--- config.mk ---
export PLATFORM = sky130hd
export DESIGN_NAME = gmtd_queue
export DESIGN_NICKNAME = d
export VERILOG_FILES = /design/src/design/gmtd_pkg.sv /design/src/design/gmtd_queue.sv
export SDC_FILE = /design/constraint.sdc
export NUM_CORES = 1
export LEC_CHECK = 0
export BUFFER_PORTS_ARGS = -buffer_cell sky130_fd_sc_hd__buf_2
export CORE_MARGIN = 2
export CORE_UTILIZATION = 40
export DETAILED_ROUTE_END_ITERATION = 10
export PLACE_DENSITY = 0.71
export RECOVER_POWER = 50
export SETUP_SLACK_MARGIN = 0.5
export SYNTH_ARGS = -nofsm -noshare
export SYNTH_HDL_FRONTEND = slang
export SYNTH_SLANG_ARGS = --single-unit
export TNS_END_PERCENT = 1
--- constraint.sdc ---
create_clock -name clk -period 8.95 [get_ports clk]
set_input_delay 2.2375 -clock clk [delete_from_list [all_inputs] [get_ports clk]]
set_output_delay 2.2375 -clock clk [all_outputs]
set_load 0.03 [all_outputs]
--- src/design/gmtd_pkg.sv ---
package gmtd_pkg;

  localparam int unsigned STALL_LIMIT = 20;
  localparam int unsigned CNT_W       = 6;
  localparam logic [CNT_W-1:0] COUNT_MAX = '1;

  localparam int unsigned FORCE_W  = 24;
  localparam int unsigned THR_W    = 23;
  localparam int unsigned STEP_W   = 24;
  localparam int unsigned POS_W    = 32;
  localparam int unsigned SQ_W     = 2 * FORCE_W - 1;
  localparam int unsigned SUM_W    = SQ_W + 1;
  localparam int unsigned THR_SQ_W = 2 * THR_W;

  localparam int unsigned CFG_IDX_W  = 3;
  localparam int unsigned CFG_DATA_W = 32;

  localparam logic [CFG_IDX_W-1:0] REG_FORCE_THR  = 3'd0;
  localparam logic [CFG_IDX_W-1:0] REG_TORQUE_THR = 3'd1;
  localparam logic [CFG_IDX_W-1:0] REG_STEP_X     = 3'd2;
  localparam logic [CFG_IDX_W-1:0] REG_STEP_Y     = 3'd3;
  localparam logic [CFG_IDX_W-1:0] REG_STEP_Z     = 3'd4;
  localparam logic [CFG_IDX_W-1:0] REG_START_X    = 3'd5;
  localparam logic [CFG_IDX_W-1:0] REG_START_Y    = 3'd6;
  localparam logic [CFG_IDX_W-1:0] REG_START_Z    = 3'd7;

  localparam logic [THR_W-1:0] FORCE_THR_RST  = 23'd4096;
  localparam logic [THR_W-1:0] TORQUE_THR_RST = 23'd1638;
  localparam logic [POS_W-1:0] START_X_RST    = 32'd163840;
  localparam logic [POS_W-1:0] START_Y_RST    = 32'd1458176;
  localparam logic [POS_W-1:0] START_Z_RST    = 32'd1638400;

  localparam int unsigned QUEUE_DEPTH = 2;
  localparam int unsigned QPTR_W      = $clog2(QUEUE_DEPTH);
  localparam int unsigned QCNT_W      = $clog2(QUEUE_DEPTH + 1);

  typedef enum logic [1:0] {
    ST_MOVING  = 2'd0,
    ST_TOUCHED = 2'd1,
    ST_STALLED = 2'd2
  } status_t;

  typedef struct packed {
    logic signed [FORCE_W-1:0] force_x;
    logic signed [FORCE_W-1:0] force_y;
    logic signed [FORCE_W-1:0] force_z;
    logic signed [FORCE_W-1:0] torque_x;
    logic signed [FORCE_W-1:0] torque_y;
    logic signed [FORCE_W-1:0] torque_z;
  } in_item_t;

  typedef struct packed {
    logic signed [POS_W-1:0] command_x;
    logic signed [POS_W-1:0] command_y;
    logic signed [POS_W-1:0] command_z;
    logic [1:0]              status;
  } out_item_t;

  typedef struct packed {
    logic                  we;
    logic [CFG_IDX_W-1:0]  idx;
    logic [CFG_DATA_W-1:0] data;
  } cfg_wr_t;

  // A classified request as it waits between the front and back parts.
  typedef struct packed {
    logic                         touched;
    logic [2:0][FORCE_W-1:0]      force_val;
  } queue_entry_t;

  typedef struct packed {
    logic [2:0][SQ_W-1:0]    sq_force;
    logic [2:0][SQ_W-1:0]    sq_torque;
    logic [2:0][FORCE_W-1:0] force_val;
  } square_stage_t;

endpackage

--- src/design/gmtd_queue.sv ---
module gmtd_queue (
  input  logic                    clk,
  input  logic                    rst_n,
  input  logic                    push_valid,
  output logic                    push_ready,
  input  gmtd_pkg::queue_entry_t  push_data,
  output logic                    pop_valid,
  input  logic                    pop_ready,
  output gmtd_pkg::queue_entry_t  pop_data
);

  gmtd_pkg::queue_entry_t            mem [gmtd_pkg::QUEUE_DEPTH];
  logic [gmtd_pkg::QPTR_W-1:0]       wr_ptr_r;
  logic [gmtd_pkg::QPTR_W-1:0]       rd_ptr_r;
  logic [gmtd_pkg::QCNT_W-1:0]       count_r;
  logic                              push;
  logic                              pop;

  assign push_ready = count_r != gmtd_pkg::QCNT_W'(gmtd_pkg::QUEUE_DEPTH);
  assign pop_valid  = count_r != '0;
  assign pop_data   = mem[rd_ptr_r];
  assign push       = push_valid && push_ready;
  assign pop        = pop_valid && pop_ready;

  always_ff @(posedge clk) begin
    if (push) begin
      mem[wr_ptr_r] <= push_data;
    end
  end

  always_ff @(posedge clk) begin
    if (!rst_n) begin
      wr_ptr_r <= '0;
      rd_ptr_r <= '0;
      count_r  <= '0;
    end else begin
      if (push) begin
        wr_ptr_r <= wr_ptr_r + gmtd_pkg::QPTR_W'(1);
      end
      if (pop) begin
        rd_ptr_r <= rd_ptr_r + gmtd_pkg::QPTR_W'(1);
      end
      if (push && !pop) begin
        count_r <= count_r + gmtd_pkg::QCNT_W'(1);
      end else if (pop && !push) begin
        count_r <= count_r - gmtd_pkg::QCNT_W'(1);
      end
    end
  end

endmodule

==> flow_metrics.tcl <==
set metrics [dict create \
    path_buf_inv 3 \
    dieArea_mm2 0.0147 \
    drive_gt1_frac 0.508 \
    drt_wl_total_mm 9.32 \
    final_common_cell "edfxtp_1" \
    min_period_ns 4.50 \
    netlist_area_mm2 0.00551 \
    cts_tree "yes" \
    crit_slowest_cell "clkinvlp_2" \
    drv_slew 38 \
    dpl.cell_count 571 \
    cts.sinks 151 \
    antennaDiodeCount 0 \
    rsz0062_at_grt "no" \
    dp_hpwl_mm 5.70 \
    finalSetupTns_ns 0 \
    num_rows 42 \
    critical-path-top-delay-family "buffers and inverters" \
    path_cells "clkbuf_1 > nand3b_1 > clkinvlp_2 > buf_4" \
    cp-end-kind "register" \
    max_freq_ghz 0.222 \
    fillers 1115 \
    initial_core_util 0.413 \
    outcome "finished with violations" \
    gp_congestion 0.683 \
    pre_cts_ws_ns 4.97 \
    relSlewSlack -0.105 \
    via_per_inst 4.60 \
    fin_nets 492 \
    area_delta_synth_final_pct 26.5 \
    ys_seq_elements 151 \
    ctsResizeCount 0 \
    clk_pin_slew_ns 0.06 \
    ys_warn_count 0 \
    place_area_mm2 0.00644 \
    grt_pass1_vias 2911 \
    htreeDepth 4 \
    powerDensity_mw_per_mm2 316 \
    cts_hold_buf 0 \
    clock_skew_ns 0.00890 \
    postSynthAreaPerCell_um2 21.9 \
    pin_count 152 \
    drc_errors 0 \
    root_buffer "clkbuf_16" \
    final_cell_mix "edfxtp_1, buf_2, mux2_2, clkbuf_1, clkbuf_16" \
    ys_types 20 \
    worstPathMaxFanout 37 \
    cts_setup_buffers 0 \
    overflow 0 \
    synth-seq-area-share 0.814 \
    setup_ws_ns 4.45 \
    fp.dieH_um 121 \
    postSynthCellCount 251 \
    antenna_found_initial 0 \
    dr.pass1.iters 4 \
    vias 2776 \
    design_area_mm2 0.00697 \
    io_buffers 151 \
    core_area_mm2 0.0133 \
    startpoint_type "input pin" \
    worst_pin_slew_ns 1.65 \
    worstPathArrival_ns 4.61 \
    hp-class "reg2reg" \
    grt_start_max_net_pins 74 \
    wire_per_inst_um 15.5 \
    clk_latency_ns 0.41 \
    setup_violations 0 \
    maxCapViolations 1 \
    die_w_um 121 \
    cts_buffers 17 \
    max-clock-path-buffers 2 \
    grt_pass1_wl_mm 14.1 \
    drt_iter0_drc 174 \
    peakVddDrop_mv 0.209 \
    worstSetupPathType "in2reg" \
    hold_slack_ns 0.573 \
    stdcell_count 603 \
    antenna_left 0 \
    cp_data_required_time_ns 9.05 \
    cpPeakStageDelay_ns 1.28 \
    finalCritPeriodShare 0.503 \
    hold_viol 0 \
    grt_util_all_layers 0.131 \
    leakage_uw 0.00249 \
    violations "capacitance limit, slew limit" \
    syn-num-nets 329 \
]
flip-flops by register name, summed over array words and instances (netlist names), named ones only:
name / flops
mem: 146
wr_ptr_r: 1
rd_ptr_r: 1
count_r: 2
Yosys cell counts:
cell type	number	share of area
a21bo_2	1	0.0018
a21boi_0	1	0.0014
a21boi_1	1	0.0014
and2_1	4	0.0045
and3_1	1	0.0011
buf_2	1	0.00091
buf_4	7	0.0095
dfxtp_1	5	0.018
edfxtp_1	146	0.80
ha_1	1	0.0023
inv_1	1	0.00068
mux2_2	73	0.15
nand2b_4	1	0.0025
nand3b_1	1	0.0014
o21ai_0	1	0.00091
o21ai_1	1	0.00091
or2_2	1	0.0011
or3_1	1	0.0011
xnor2_1	2	0.0032
xor2_1	1	0.0016
cell type report:
| cell class | instances | area [um^2] | share of cell area |
|---|---|---|---|
| Clock inverter | 13 | 136 | 0.0196 |
| Sequential cell | 151 | 4490 | 0.644 |
| Clock buffer | 19 | 433 | 0.0622 |
| Tap cell | 176 | 220 | 0.0316 |
| Inverter | 1 | 5.00 | 0.000719 |
| Timing Repair Buffer | 152 | 717 | 0.103 |
| Multi-Input combinational cell | 91 | 966 | 0.139 |
layer usage:
metal  GRT usage  up-vias  share of wire  routed length (um)
li1            -     1320              -                   -
met5           0        -              0                   0
met1       0.148     1347           0.42                3880
met3      0.0597       11          0.066                 617
met2       0.220       98           0.51                4710
met4      0.0453        0          0.013                 118
tightest hold or removal path: stages, from the launching register on:
cell and delay, ns:
dfxtp_1 0.32, xnor2_1 0.08, and2_1 0.14
path summary, 6_finish.rpt:
kind,slack (ns),end,cells after the start,startpoint
setup / recovery,4.45,mem[0][8],4,push_valid
hold reg to reg,0.57,register,2,rd_ptr_r
hold / removal,0.57,register,2,rd_ptr_r
setup reg to reg,5.86,mem[0][8],4,count_r[0]
logic make-up (layout without fill, tap and decap cells):
family | count (synthesis) | after routing | synth area share
buffers and inverters | 9 | 185 | 0.0111
AND/OR/NAND/NOR | 9 | 9 | 0.0118
multiplexers | 73 | 73 | 0.149
adder cells (fa/ha/maj) | 1 | 1 | 0.00227
AO/OA/AOI/OAI | 5 | 5 | 0.00636
flip-flops | 151 | 151 | 0.814
XOR/XNOR | 3 | 3 | 0.00477
where the power goes:
group	leakage (uW)	internal [uW]	switching, uW
combinational	0.000816	211	358
sequential	0.00141	887	66.1
clock	0.000269	430	252
per-stage QoR:
| step | power [uW] | util |
|---|---|---|
| after detailed placement | 1550 | 0.483 |
| after CTS | 2240 | 0.525 |
| after global placement | 1540 | 0.483 |
| final | 2200 | 0.522 |
| after global routing | 2300 | 0.522 |
| after floorplan | 1390 | - |
Power figures use the tool's default switching activity.
