### src/design/gmtd_pkg.sv
package gmtd_pkg;

  localparam int unsigned STALL_LIMIT = 20;
  localparam int unsigned CNT_W       = 6;
  localparam logic [CNT_W-1:0] COUNT_MAX = '1;

  localparam int unsigned FORCE_W  = 24;
  localparam int unsigned THR_W    = 23;
  localparam int unsigned STEP_W   = 24;
  localparam int unsigned POS_W    = 32;
  localparam int unsigned SQ_W     = 2 * FORCE_W - 1;
  localparam int unsigned SUM_W    = SQ_W + 1;
  localparam int unsigned THR_SQ_W = 2 * THR_W;

  localparam int unsigned CFG_IDX_W  = 3;
  localparam int unsigned CFG_DATA_W = 32;

  localparam logic [CFG_IDX_W-1:0] REG_FORCE_THR  = 3'd0;
  localparam logic [CFG_IDX_W-1:0] REG_TORQUE_THR = 3'd1;
  localparam logic [CFG_IDX_W-1:0] REG_STEP_X     = 3'd2;
  localparam logic [CFG_IDX_W-1:0] REG_STEP_Y     = 3'd3;
  localparam logic [CFG_IDX_W-1:0] REG_STEP_Z     = 3'd4;
  localparam logic [CFG_IDX_W-1:0] REG_START_X    = 3'd5;
  localparam logic [CFG_IDX_W-1:0] REG_START_Y    = 3'd6;
  localparam logic [CFG_IDX_W-1:0] REG_START_Z    = 3'd7;

  localparam logic [THR_W-1:0] FORCE_THR_RST  = 23'd4096;
  localparam logic [THR_W-1:0] TORQUE_THR_RST = 23'd1638;
  localparam logic [POS_W-1:0] START_X_RST    = 32'd163840;
  localparam logic [POS_W-1:0] START_Y_RST    = 32'd1458176;
  localparam logic [POS_W-1:0] START_Z_RST    = 32'd1638400;

  localparam int unsigned QUEUE_DEPTH = 2;
  localparam int unsigned QPTR_W      = $clog2(QUEUE_DEPTH);
  localparam int unsigned QCNT_W      = $clog2(QUEUE_DEPTH + 1);

  typedef enum logic [1:0] {
    ST_MOVING  = 2'd0,
    ST_TOUCHED = 2'd1,
    ST_STALLED = 2'd2
  } status_t;

  typedef struct packed {
    logic signed [FORCE_W-1:0] force_x;
    logic signed [FORCE_W-1:0] force_y;
    logic signed [FORCE_W-1:0] force_z;
    logic signed [FORCE_W-1:0] torque_x;
    logic signed [FORCE_W-1:0] torque_y;
    logic signed [FORCE_W-1:0] torque_z;
  } in_item_t;

  typedef struct packed {
    logic signed [POS_W-1:0] command_x;
    logic signed [POS_W-1:0] command_y;
    logic signed [POS_W-1:0] command_z;
    logic [1:0]              status;
  } out_item_t;

  typedef struct packed {
    logic                  we;
    logic [CFG_IDX_W-1:0]  idx;
    logic [CFG_DATA_W-1:0] data;
  } cfg_wr_t;

  // A classified request as it waits between the front and back parts.
  typedef struct packed {
    logic                         touched;
    logic [2:0][FORCE_W-1:0]      force_val;
  } queue_entry_t;

  typedef struct packed {
    logic [2:0][SQ_W-1:0]    sq_force;
    logic [2:0][SQ_W-1:0]    sq_torque;
    logic [2:0][FORCE_W-1:0] force_val;
  } square_stage_t;

endpackage

### src/design/gmtd_back.sv
module gmtd_back (
  input  logic                    clk,
  input  logic                    rst_n,
  input  gmtd_pkg::cfg_wr_t       cfg,
  input  logic                    pop_valid,
  output logic                    pop_ready,
  input  gmtd_pkg::queue_entry_t  pop_data,
  output logic                    out_valid,
  input  logic                    out_stall,
  output gmtd_pkg::out_item_t     out_data
);

  logic signed [gmtd_pkg::STEP_W-1:0] step_r [3];
  logic [2:0][gmtd_pkg::POS_W-1:0]    pos_r;
  logic [2:0][gmtd_pkg::POS_W-1:0]    pos_nxt;
  logic [2:0][gmtd_pkg::FORCE_W-1:0]  prev_r;
  logic [2:0][gmtd_pkg::FORCE_W-1:0]  prev_nxt;
  logic [gmtd_pkg::CNT_W-1:0]         cnt_r;
  logic [gmtd_pkg::CNT_W-1:0]         cnt_nxt;
  gmtd_pkg::status_t                  stop_r;
  gmtd_pkg::status_t                  stop_nxt;
  logic                               out_valid_r;
  gmtd_pkg::out_item_t                out_r;
  gmtd_pkg::out_item_t                out_nxt;
  logic                               pop;
  logic                               same;

  assign pop_ready = !out_valid_r || !out_stall;
  assign pop       = pop_valid && pop_ready;
  assign out_valid = out_valid_r;
  assign out_data  = out_r;
  assign same      = pop_data.force_val == prev_r;

  always_comb begin
    pos_nxt  = pos_r;
    prev_nxt = prev_r;
    cnt_nxt  = cnt_r;
    stop_nxt = stop_r;
    if (stop_r == gmtd_pkg::ST_MOVING) begin
      if (pop_data.touched) begin
        stop_nxt = gmtd_pkg::ST_TOUCHED;
      end else begin
        if (!same) begin
          cnt_nxt = '0;
        end else if (cnt_r != gmtd_pkg::COUNT_MAX) begin
          cnt_nxt = cnt_r + gmtd_pkg::CNT_W'(1);
        end
        if (cnt_nxt > gmtd_pkg::CNT_W'(gmtd_pkg::STALL_LIMIT)) begin
          stop_nxt = gmtd_pkg::ST_STALLED;
        end else begin
          prev_nxt = pop_data.force_val;
          for (int i = 0; i < 3; i++) begin
            pos_nxt[i] = pos_r[i] + {{(gmtd_pkg::POS_W - gmtd_pkg::STEP_W){step_r[i][gmtd_pkg::STEP_W-1]}},
                                     step_r[i]};
          end
        end
      end
    end
    out_nxt.command_x = pos_nxt[0];
    out_nxt.command_y = pos_nxt[1];
    out_nxt.command_z = pos_nxt[2];
    out_nxt.status    = stop_nxt;
  end

  always_ff @(posedge clk) begin
    if (pop) begin
      out_r <= out_nxt;
    end
  end

  always_ff @(posedge clk) begin
    if (!rst_n) begin
      step_r[0]   <= '0;
      step_r[1]   <= '0;
      step_r[2]   <= '0;
      pos_r[0]    <= gmtd_pkg::START_X_RST;
      pos_r[1]    <= gmtd_pkg::START_Y_RST;
      pos_r[2]    <= gmtd_pkg::START_Z_RST;
      prev_r      <= '0;
      cnt_r       <= '0;
      stop_r      <= gmtd_pkg::ST_MOVING;
      out_valid_r <= 1'b0;
    end else begin
      if (pop) begin
        out_valid_r <= 1'b1;
        pos_r       <= pos_nxt;
        prev_r      <= prev_nxt;
        cnt_r       <= cnt_nxt;
        stop_r      <= stop_nxt;
      end else if (!out_stall) begin
        out_valid_r <= 1'b0;
      end
      // A start write also moves the commanded position to the new start.
      if (cfg.we) begin
        unique case (cfg.idx)
          gmtd_pkg::REG_STEP_X:  step_r[0] <= cfg.data[gmtd_pkg::STEP_W-1:0];
          gmtd_pkg::REG_STEP_Y:  step_r[1] <= cfg.data[gmtd_pkg::STEP_W-1:0];
          gmtd_pkg::REG_STEP_Z:  step_r[2] <= cfg.data[gmtd_pkg::STEP_W-1:0];
          gmtd_pkg::REG_START_X: pos_r[0]  <= cfg.data[gmtd_pkg::POS_W-1:0];
          gmtd_pkg::REG_START_Y: pos_r[1]  <= cfg.data[gmtd_pkg::POS_W-1:0];
          gmtd_pkg::REG_START_Z: pos_r[2]  <= cfg.data[gmtd_pkg::POS_W-1:0];
          default: ;
        endcase
      end
    end
  end

endmodule

### config.mk
export PLATFORM = sky130hd
export DESIGN_NAME = gmtd_back
export DESIGN_NICKNAME = d
export VERILOG_FILES = /design/src/design/gmtd_pkg.sv /design/src/design/gmtd_back.sv
export SDC_FILE = /design/constraint.sdc
export NUM_CORES = 1
export LEC_CHECK = 0
export BUFFER_PORTS_ARGS = -buffer_cell sky130_fd_sc_hd__buf_2
export CORE_ASPECT_RATIO = 0.7
export CORE_MARGIN = 1.5
export CORE_UTILIZATION = 55
export DETAILED_ROUTE_END_ITERATION = 10
export PLACE_DENSITY = 0.76
export SKIP_CTS_REPAIR_TIMING = 1
export SLEW_MARGIN = 0
export SYNTH_ARGS = -nofsm -noshare
export SYNTH_HDL_FRONTEND = slang
export SYNTH_SLANG_ARGS = --single-unit
### constraint.sdc
create_clock -name clk -period 8.2 [get_ports clk]
set_input_delay 0.41 -clock clk [delete_from_list [all_inputs] [get_ports clk]]
set_output_delay 0.41 -clock clk [all_outputs]
set_load 0.05 [all_outputs]
==> results of run 1 <==
[report_power, final]
part	leakage, nW	internal [W]	switching (W)
Sequential	3.11	0.00200	0.0000919
Combinational	5.27	0.000462	0.000858
Clock	0.631	0.00105	0.000725
[registers in the layout, summed over array words and instances, names as in the netlist]
register and count:
out_valid 1, out_data 98, cnt_r 6, step_r 72
pos_r 96, prev_r 72, stop_r 2
[cell usage in the layout (no fill, tap or decap), types with 9 or more instances in the layout]
| cell | n |
|---|---|
| a31oi_1 | 30 |
| xor2_1 | 88 |
| buf_2 | 212 |
| o21ai_0 | 86 |
| and3_1 | 18 |
| nand4_1 | 26 |
| a211oi_1 | 65 |
| mux2i_1 | 57 |
| inv_1 | 37 |
| nor4_1 | 20 |
| and2_1 | 36 |
| nand2b_1 | 9 |
| dfxtp_1 | 177 |
| edfxtp_1 | 170 |
| mux2_2 | 78 |
| clkinv_2 | 9 |
| xnor2_1 | 62 |
| ha_1 | 94 |
| nand3_1 | 34 |
| o211ai_1 | 14 |
| buf_4 | 17 |
| nor2_1 | 139 |
| nand2_1 | 253 |
| o21bai_1 | 16 |
| o21a_1 | 15 |
| or3_1 | 11 |
| a21oi_1 | 182 |
| clkbuf_16 | 39 |
| nor3_1 | 39 |
| a21o_1 | 35 |
[Yosys cell counts, types with 39 or more instances]
master,instances,area share (%)
a211oi_1,65,2.5
a21oi_1,182,4.7
clkbuf_1,58,1.1
dfxtp_1,177,18
edfxtp_1,170,26
ha_1,94,6.0
mux2_2,78,4.5
mux2i_1,57,2.9
nand2_1,253,4.9
nor2_1,139,2.7
nor3_1,39,1.0
o21ai_0,86,2.2
xnor2_1,62,2.8
xor2_1,88,4.0
[kinds of logic after synthesis]
group           share of synthesized area [%]
simple gates                             14.4
mux                                      7.44
flops                                    44.4
xor+xnor                                 6.75
compound gates                           17.6
fa+ha+maj                                6.35
buf+inv                                  3.00
[path summary, 6_finish.rpt]
kind / from / endpoint / slack [ps]
min reg2reg: prev_r[15] / prev_r[15] / 470
max reg2reg: prev_r[20] / out_data[33] / 3840
min: cfg[17] / pos_r[17] / 120
max: prev_r[20] / out_data[33] / 3840
[routing by layer]
metal	GRT usage, %	share of wire [%]	up-vias
li1	-	-	7719
met1	46.0	47	7815
met2	40.8	41	774
met3	5.47	11	80
met4	7.15	1.8	0
met5	0	0	-
[worst min-delay path, delay by kind of cell]
family	cells	cell delay [ps]
AND/OR/NAND/NOR	1	40
buffers and inverters	1	90
AO/OA/AOI/OAI	1	90
[layout make-up]
cell class | instances | area (um^2) | area share [%]
Multi-Input combinational cell | 1528 | 10300 | 46.5
Antenna cell | 3 | 7.51 | 0.0339
Tap cell | 472 | 591 | 2.67
Clock inverter | 22 | 243 | 1.10
Inverter | 38 | 145 | 0.656
Clock buffer | 47 | 1030 | 4.63
Timing Repair Buffer | 229 | 1190 | 5.37
Sequential cell | 347 | 8650 | 39.1
[through the flow]
stage / setup slack (ps) / std cells / instance area, um^2 / hold WS (ps)
2_1_floorplan: 3520 / 2017 / 19500 / 448
3_3_place_gp: 3680 / 2614 / 20900 / 453
3_5_place_dp: 3640 / 2614 / 20900 / 459
4_1_cts: 3830 / 2683 / 22100 / 95.3
5_1_grt: 3520 / 2685 / 22100 / 117
6_report: 3840 / 2686 / 22100 / 117
==> results.sh, run 1 <==
export IMPL_hold_path_class="primary input to register"
export IMPL_ys_warn_count=0
export IMPL_hpwl_mm=38.2
export IMPL_htreeDepth=2
export IMPL_power_leakage_nw=9.02
export IMPL_period_needed_ps=4360
export IMPL_synth_area_um2=19500
export IMPL_firstDrtPassIters=5
export IMPL_hold_viol=0
export IMPL_synth_edf_count=170
export IMPL_clockBufferDepth=3
export IMPL_synthCells=2017
export IMPL_slew_viol_final=0
export IMPL_crit_chain="xor2_1 -> nor4_1 -> nand4_1 -> nor3_1 -> nand2_1 -> o21ai_4 -> buf_4 -> buf_4 -> and4b_1 -> nor3_1 -> xnor2_1"
export IMPL_max_freq_mhz=229
export IMPL_rsz0062_at_grt="no"
export IMPL_power_w=0.00519
export IMPL_cpPeakStageDelay_ps=840
export IMPL_max_slew_margin_pct=19.4
export IMPL_path_buf_inv=2
export IMPL_critPathRequiredTime_ps=8490
export IMPL_path_class="register to register"
export IMPL_period_share_pct=53.2
export IMPL_worstMarginPinSlew_ps=1210
export IMPL_power_density_nw_per_um2=234
export IMPL_cp_data_arrival_time_ps=4650
export IMPL_initial_core_util_pct=55.9
export IMPL_ys_types=79
export IMPL_cp_max_fo=78
export IMPL_async_flop_share_pct=0
export IMPL_drv_cap=0
export IMPL_reg2regPathDepth=11
export IMPL_ys_flop_type="dfxtp_1"
export IMPL_tritoncts="done"
export IMPL_cp_depth=11
export IMPL_status="completed"
export IMPL_wl_mm=55.0
export IMPL_irDropWorstVdd_v=0.000143
export IMPL_end_kind="register"
export IMPL_antenna_found_initial=3
export IMPL_track_usage_pct=29.2
export IMPL_vias_per_cell=6.10
export IMPL_critical_path_top_delay_family="simple AND/OR/NAND/NOR gates"
export IMPL_drtAntennaViolNets=0
export IMPL_grt_pass1_vias=15000
export IMPL_grt_pass1_wl_mm=84.4
export IMPL_gp_congestion=0.972
export IMPL_grt_overflow_total=0
export IMPL_clk_latency_ps=550
export IMPL_slowest_stage="buf_4"
export IMPL_grt_max_degree=93
export IMPL_row_count=57
export IMPL_dieArea_um2=36500
export IMPL_syn_num_nets=2227
export IMPL_final_util_pct=63.6
export IMPL_finalNetCount=2392
export IMPL_setup_viol_count_final=0
export IMPL_drt_initial_drc_count=2063
export IMPL_drcViolationCount=0
export IMPL_cts_sinks=347
export IMPL_setup_tns_ps=0
export IMPL_synth_ff_latch_count=347
export IMPL_fill_cells=2865
export IMPL_area_growth_pct=13.7
export IMPL_syn_area_per_cell_um2=9.65
export IMPL_num_io_pins=213
export IMPL_routedWlPerCell_um=20.5
export IMPL_skew_ps=31.9
export IMPL_fp_dieW_um=228
export IMPL_numCtsBuffers=38
export IMPL_io_buffers=212
export IMPL_cts_root_buf="clkbuf_16"
export IMPL_via_count=16400
export IMPL_die_y_um=160
export IMPL_clkTransAtPathRegs_ps=70
export IMPL_drive_gt1_share_pct=17.8
export IMPL_core_area_um2=34800
export IMPL_hold_path_cell_count=3
export IMPL_synth_yosys_seq_area_share_pct=44.4
export IMPL_start_kind="register"
Note: power is estimated with default switching activity, not from simulation.
==> run 2: changes to the inputs <==
--- a/config.mk
+++ b/config.mk
@@ -5,12 +5,13 @@
 export SDC_FILE = /design/constraint.sdc
 export NUM_CORES = 1
 export LEC_CHECK = 0
+export ABC_AREA = 1
 export BUFFER_PORTS_ARGS = -buffer_cell sky130_fd_sc_hd__buf_2
 export CORE_ASPECT_RATIO = 0.7
 export CORE_MARGIN = 1.5
 export CORE_UTILIZATION = 55
 export DETAILED_ROUTE_END_ITERATION = 10
-export PLACE_DENSITY = 0.76
+export PLACE_DENSITY = 0.75
 export SKIP_CTS_REPAIR_TIMING = 1
 export SLEW_MARGIN = 0
 export SYNTH_ARGS = -nofsm -noshare
==> constraint.sdc (replaced) <==
create_clock -name clk -period 4.4 [get_ports clk]
set_input_delay 0.22 -clock clk [delete_from_list [all_inputs] [get_ports clk]]
set_output_delay 0.22 -clock clk [all_outputs]
set_load 0.05 [all_outputs]
==> run 2 against run 1 <==
The flow now finishes with violations (hold timing); sequential share of layout area is 2.5 points lower; clock power up 88%; worst setup slack worse by 2900 ps; worst hold slack lost 150 ps; largest cell class unchanged; highest routed layer is now met5.
==> results.sh, run 2 <==
export IMPL_worstMarginPinSlew_ps=1090
export IMPL_antenna_found_initial=4
export IMPL_io_buffers=212
export IMPL_internal_power_w=0.00655
export IMPL_netSwitchingPower_w=0.00341
export IMPL_async_flop_share_pct=0
export IMPL_synthCells=2597
export IMPL_synthTopCellsByCount="530 x nand2_1, 311 x nor2_1, 266 x a21oi_1, 253 x inv_1, 241 x o21ai_0"
export IMPL_via_count=19100
export IMPL_ys_flop_type="dfxtp_1"
export IMPL_placed_area_um2=21700
export IMPL_r2r_start="cnt_r[0]"
export IMPL_hold_path_cell_count=3
export IMPL_max_freq_mhz=291
export IMPL_pwr_share_comb_pct=27.0
export IMPL_routedWlPerCell_um=19.2
export IMPL_tritoncts="done"
export IMPL_synth_edf_count=170
export IMPL_rrSetupSlack_ps=960
export IMPL_critPathRequiredTime_ps=4860
export IMPL_synth_area_um2=20300
export IMPL_path_class="register to register"
export IMPL_path_buf_inv=1
export IMPL_period_needed_ps=3440
export IMPL_htreeDepth=2
export IMPL_cpPeakStageDelay_ps=750
export IMPL_num_io_pins=213
export IMPL_fill_cells=3088
export IMPL_cts_root_buf="clkbuf_16"
export IMPL_clk_latency_ps=550
export IMPL_power_density_nw_per_um2=421
export IMPL_hold_slack_ps=-38.0
export IMPL_slew_viol_final=0
export IMPL_ys_types=49
export IMPL_ys_top_cells_by_area="edfxtp_1 25%, dfxtp_1 17%, nand2_1 9.8%"
export IMPL_grt_max_degree=103
export IMPL_setup_viol_count_final=0
export IMPL_setup_tns_ps=0
export IMPL_worstReg2RegEnd="prev_r[26]"
export IMPL_end_kind="register"
export IMPL_synth_top_cell_area_share_pct=25.1
export IMPL_fp_dieW_um=233
export IMPL_crit_chain="ha_1 -> nand2_1 -> nor2_4 -> xor2_1 -> nand3_1 -> nand4_1 -> nand2_1 -> nand2_2 -> nand3_4 -> nor2_4 -> buf_4 -> o21ai_0 -> nor2_1"
export IMPL_slowest_stage="buf_4"
export IMPL_finalNetCount=3049
export IMPL_reg2regPathDepth=13
export IMPL_skew_ps=24.2
export IMPL_track_usage_pct=32.3
export IMPL_min_to="prev_r[36]"
export IMPL_mostFrequentLayoutCells="528 x nand2_1, 310 x nor2_1, 266 x a21oi_1, 252 x inv_1, 241 x o21ai_0"
export IMPL_gp_congestion=1.03
export IMPL_vias_per_cell=5.71
export IMPL_irDropWorstVdd_v=0.000297
export IMPL_cp_max_fo=102
export IMPL_seq_power_share_pct=39.4
export IMPL_max_slew_margin_pct=27.3
export IMPL_syn_num_nets=2807
export IMPL_row_count=58
export IMPL_yosys_area_top_type="edfxtp_1"
export IMPL_failed_checks="hold timing"
export IMPL_clockPowerShare_pct=33.6
export IMPL_hold_start="pop_data[36]"
export IMPL_wl_mm=64.5
export IMPL_cp_data_arrival_time_ps=3900
export IMPL_drt_initial_drc_count=2022
export IMPL_ys_warn_count=0
export IMPL_drtAntennaViolNets=0
export IMPL_fin_cells=3349
export IMPL_power_leakage_nw=10.5
export IMPL_final_common_cell="nand2_1"
export IMPL_largest_reg_flops=98
export IMPL_die_y_um=164
export IMPL_rsz0062_at_grt="no"
export IMPL_hpwl_mm=45.5
export IMPL_core_area_um2=36100
export IMPL_area_growth_pct=16.3
export IMPL_hold_viol=3
export IMPL_hold_path_class="primary input to register"
export IMPL_synth_ff_latch_count=347
export IMPL_firstDrtPassIters=6
export IMPL_fin_area_um2=23700
export IMPL_drive_gt1_share_pct=13.1
export IMPL_drcViolationCount=0
export IMPL_clkTransAtPathRegs_ps=60
export IMPL_grt_pass1_wl_mm=95.4
export IMPL_synth_yosys_seq_area_share_pct=42.5
export IMPL_drv_cap=0
export IMPL_grt_pass1_vias=17100
export IMPL_dieArea_um2=38100
export IMPL_numCtsBuffers=37
export IMPL_cp_depth=13
export IMPL_start_kind="register"
export IMPL_initial_core_util_pct=56.3
export IMPL_placed_cells=3211
export IMPL_cts_sinks=347
export IMPL_critical_path_top_delay_family="simple AND/OR/NAND/NOR gates"
export IMPL_yosysMostFrequentCell="nand2_1"
export IMPL_p_sw_share_pct=34.2
export IMPL_period_share_pct=78.1
export IMPL_status="finished, violations left"
export IMPL_syn_area_per_cell_um2=7.83
export IMPL_clockBufferDepth=3
export IMPL_grt_overflow_total=0
[run 2: changes by cell type after synthesis, moves of 30 or more]
| cell | change |
|---|---|
| nand2_1 | +277 |
| inv_1 | +216 |
| nor2_1 | +172 |
| o21ai_0 | +155 |
| a21oi_1 | +84 |
| mux2_2 | -78 |
| a211oi_1 | -62 |
| mux2i_1 | -57 |
| o21ai_2 | +48 |
| nand3_1 | +41 |
| xor2_1 | -37 |
| and2_1 | -32 |
| o21ai_1 | +30 |
[run 2: worst max path at each step]
stage | from | end | slack (ps)
after floorplan | out_valid | out_data[0] | 920
after global placement | cnt_r[0] | pos_r[17] | 1310
after detailed placement | cnt_r[0] | prev_r[26] | 1050
after CTS | cnt_r[0] | prev_r[26] | 1040
after global routing | cnt_r[0] | prev_r[71] | 680
final | cnt_r[0] | prev_r[26] | 960
[run 2: final cells by class]
class / instances / area [um^2] / share of cell area (%)
Inverter: 256 / 966 / 4.08
Clock buffer: 53 / 1090 / 4.61
Multi-Input combinational cell: 1897 / 10200 / 43.3
Clock inverter: 15 / 181 / 0.767
Sequential cell: 347 / 8650 / 36.6
Tap cell: 480 / 601 / 2.54
Antenna cell: 1 / 2.50 / 0.0106
Timing Repair Buffer: 300 / 1920 / 8.12
[run 2: cells by family (layout without fill, tap and decap cells)]
group,after synthesis,in the layout,synth area share [%]
AND/OR/NAND/NOR,986,986,19.6
AO/OA/AOI/OAI,685,685,19.0
buffers and inverters,353,624,7.21
flip-flops,347,347,42.5
XOR/XNOR,129,129,5.56
adder cells (fa/ha/maj),97,97,6.08
other,0,1,0
[run 2: power groups by stage]
| stage | Clock, W | Combinational (W) | Sequential (W) |
|---|---|---|---|
| after CTS | 0.00337 | 0.00259 | 0.00392 |
| after detailed placement | 0 | 0.00257 | 0.00398 |
| after global placement | 0 | 0.00253 | 0.00398 |
| after global routing | 0.00349 | 0.00292 | 0.00395 |
| final | 0.00335 | 0.00269 | 0.00392 |
| after floorplan | 0 | 0.00152 | 0.00434 |
[run 2: through the flow]
step           worst slack [ps]  hold slack (ps)  power [W]  utilization, %
6_report                    962            -38.0    0.00996            65.5
3_3_place_gp               1310              456    0.00651            60.0
2_1_floorplan               919              353    0.00586               -
4_1_cts                    1040            -76.6    0.00988            63.5
3_5_place_dp               1050              467    0.00656            60.0
5_1_grt                     676            0.718     0.0104            65.5
[run 2: per-layer routing]
| metal | wire length [um] | global-route usage, % | vias up |
|---|---|---|---|
| li1 | - | - | 9173 |
| met1 | 27900 | 46.1 | 8935 |
| met2 | 28200 | 48.8 | 886 |
| met3 | 6490 | 7.74 | 129 |
| met4 | 1860 | 9.24 | 6 |
| met5 | 33 | 0 | - |
[run 2: worst register-to-register path: stages, from the launching register on]
cell	delay, ps
dfxtp_1	390
ha_1	200
nand2_1	150
nor2_4	190
xor2_1	230
nand3_1	120
nand4_1	110
nand2_1	70
nand2_2	120
nand3_4	350
nor2_4	230
buf_4	750
o21ai_0	280
nor2_1	170
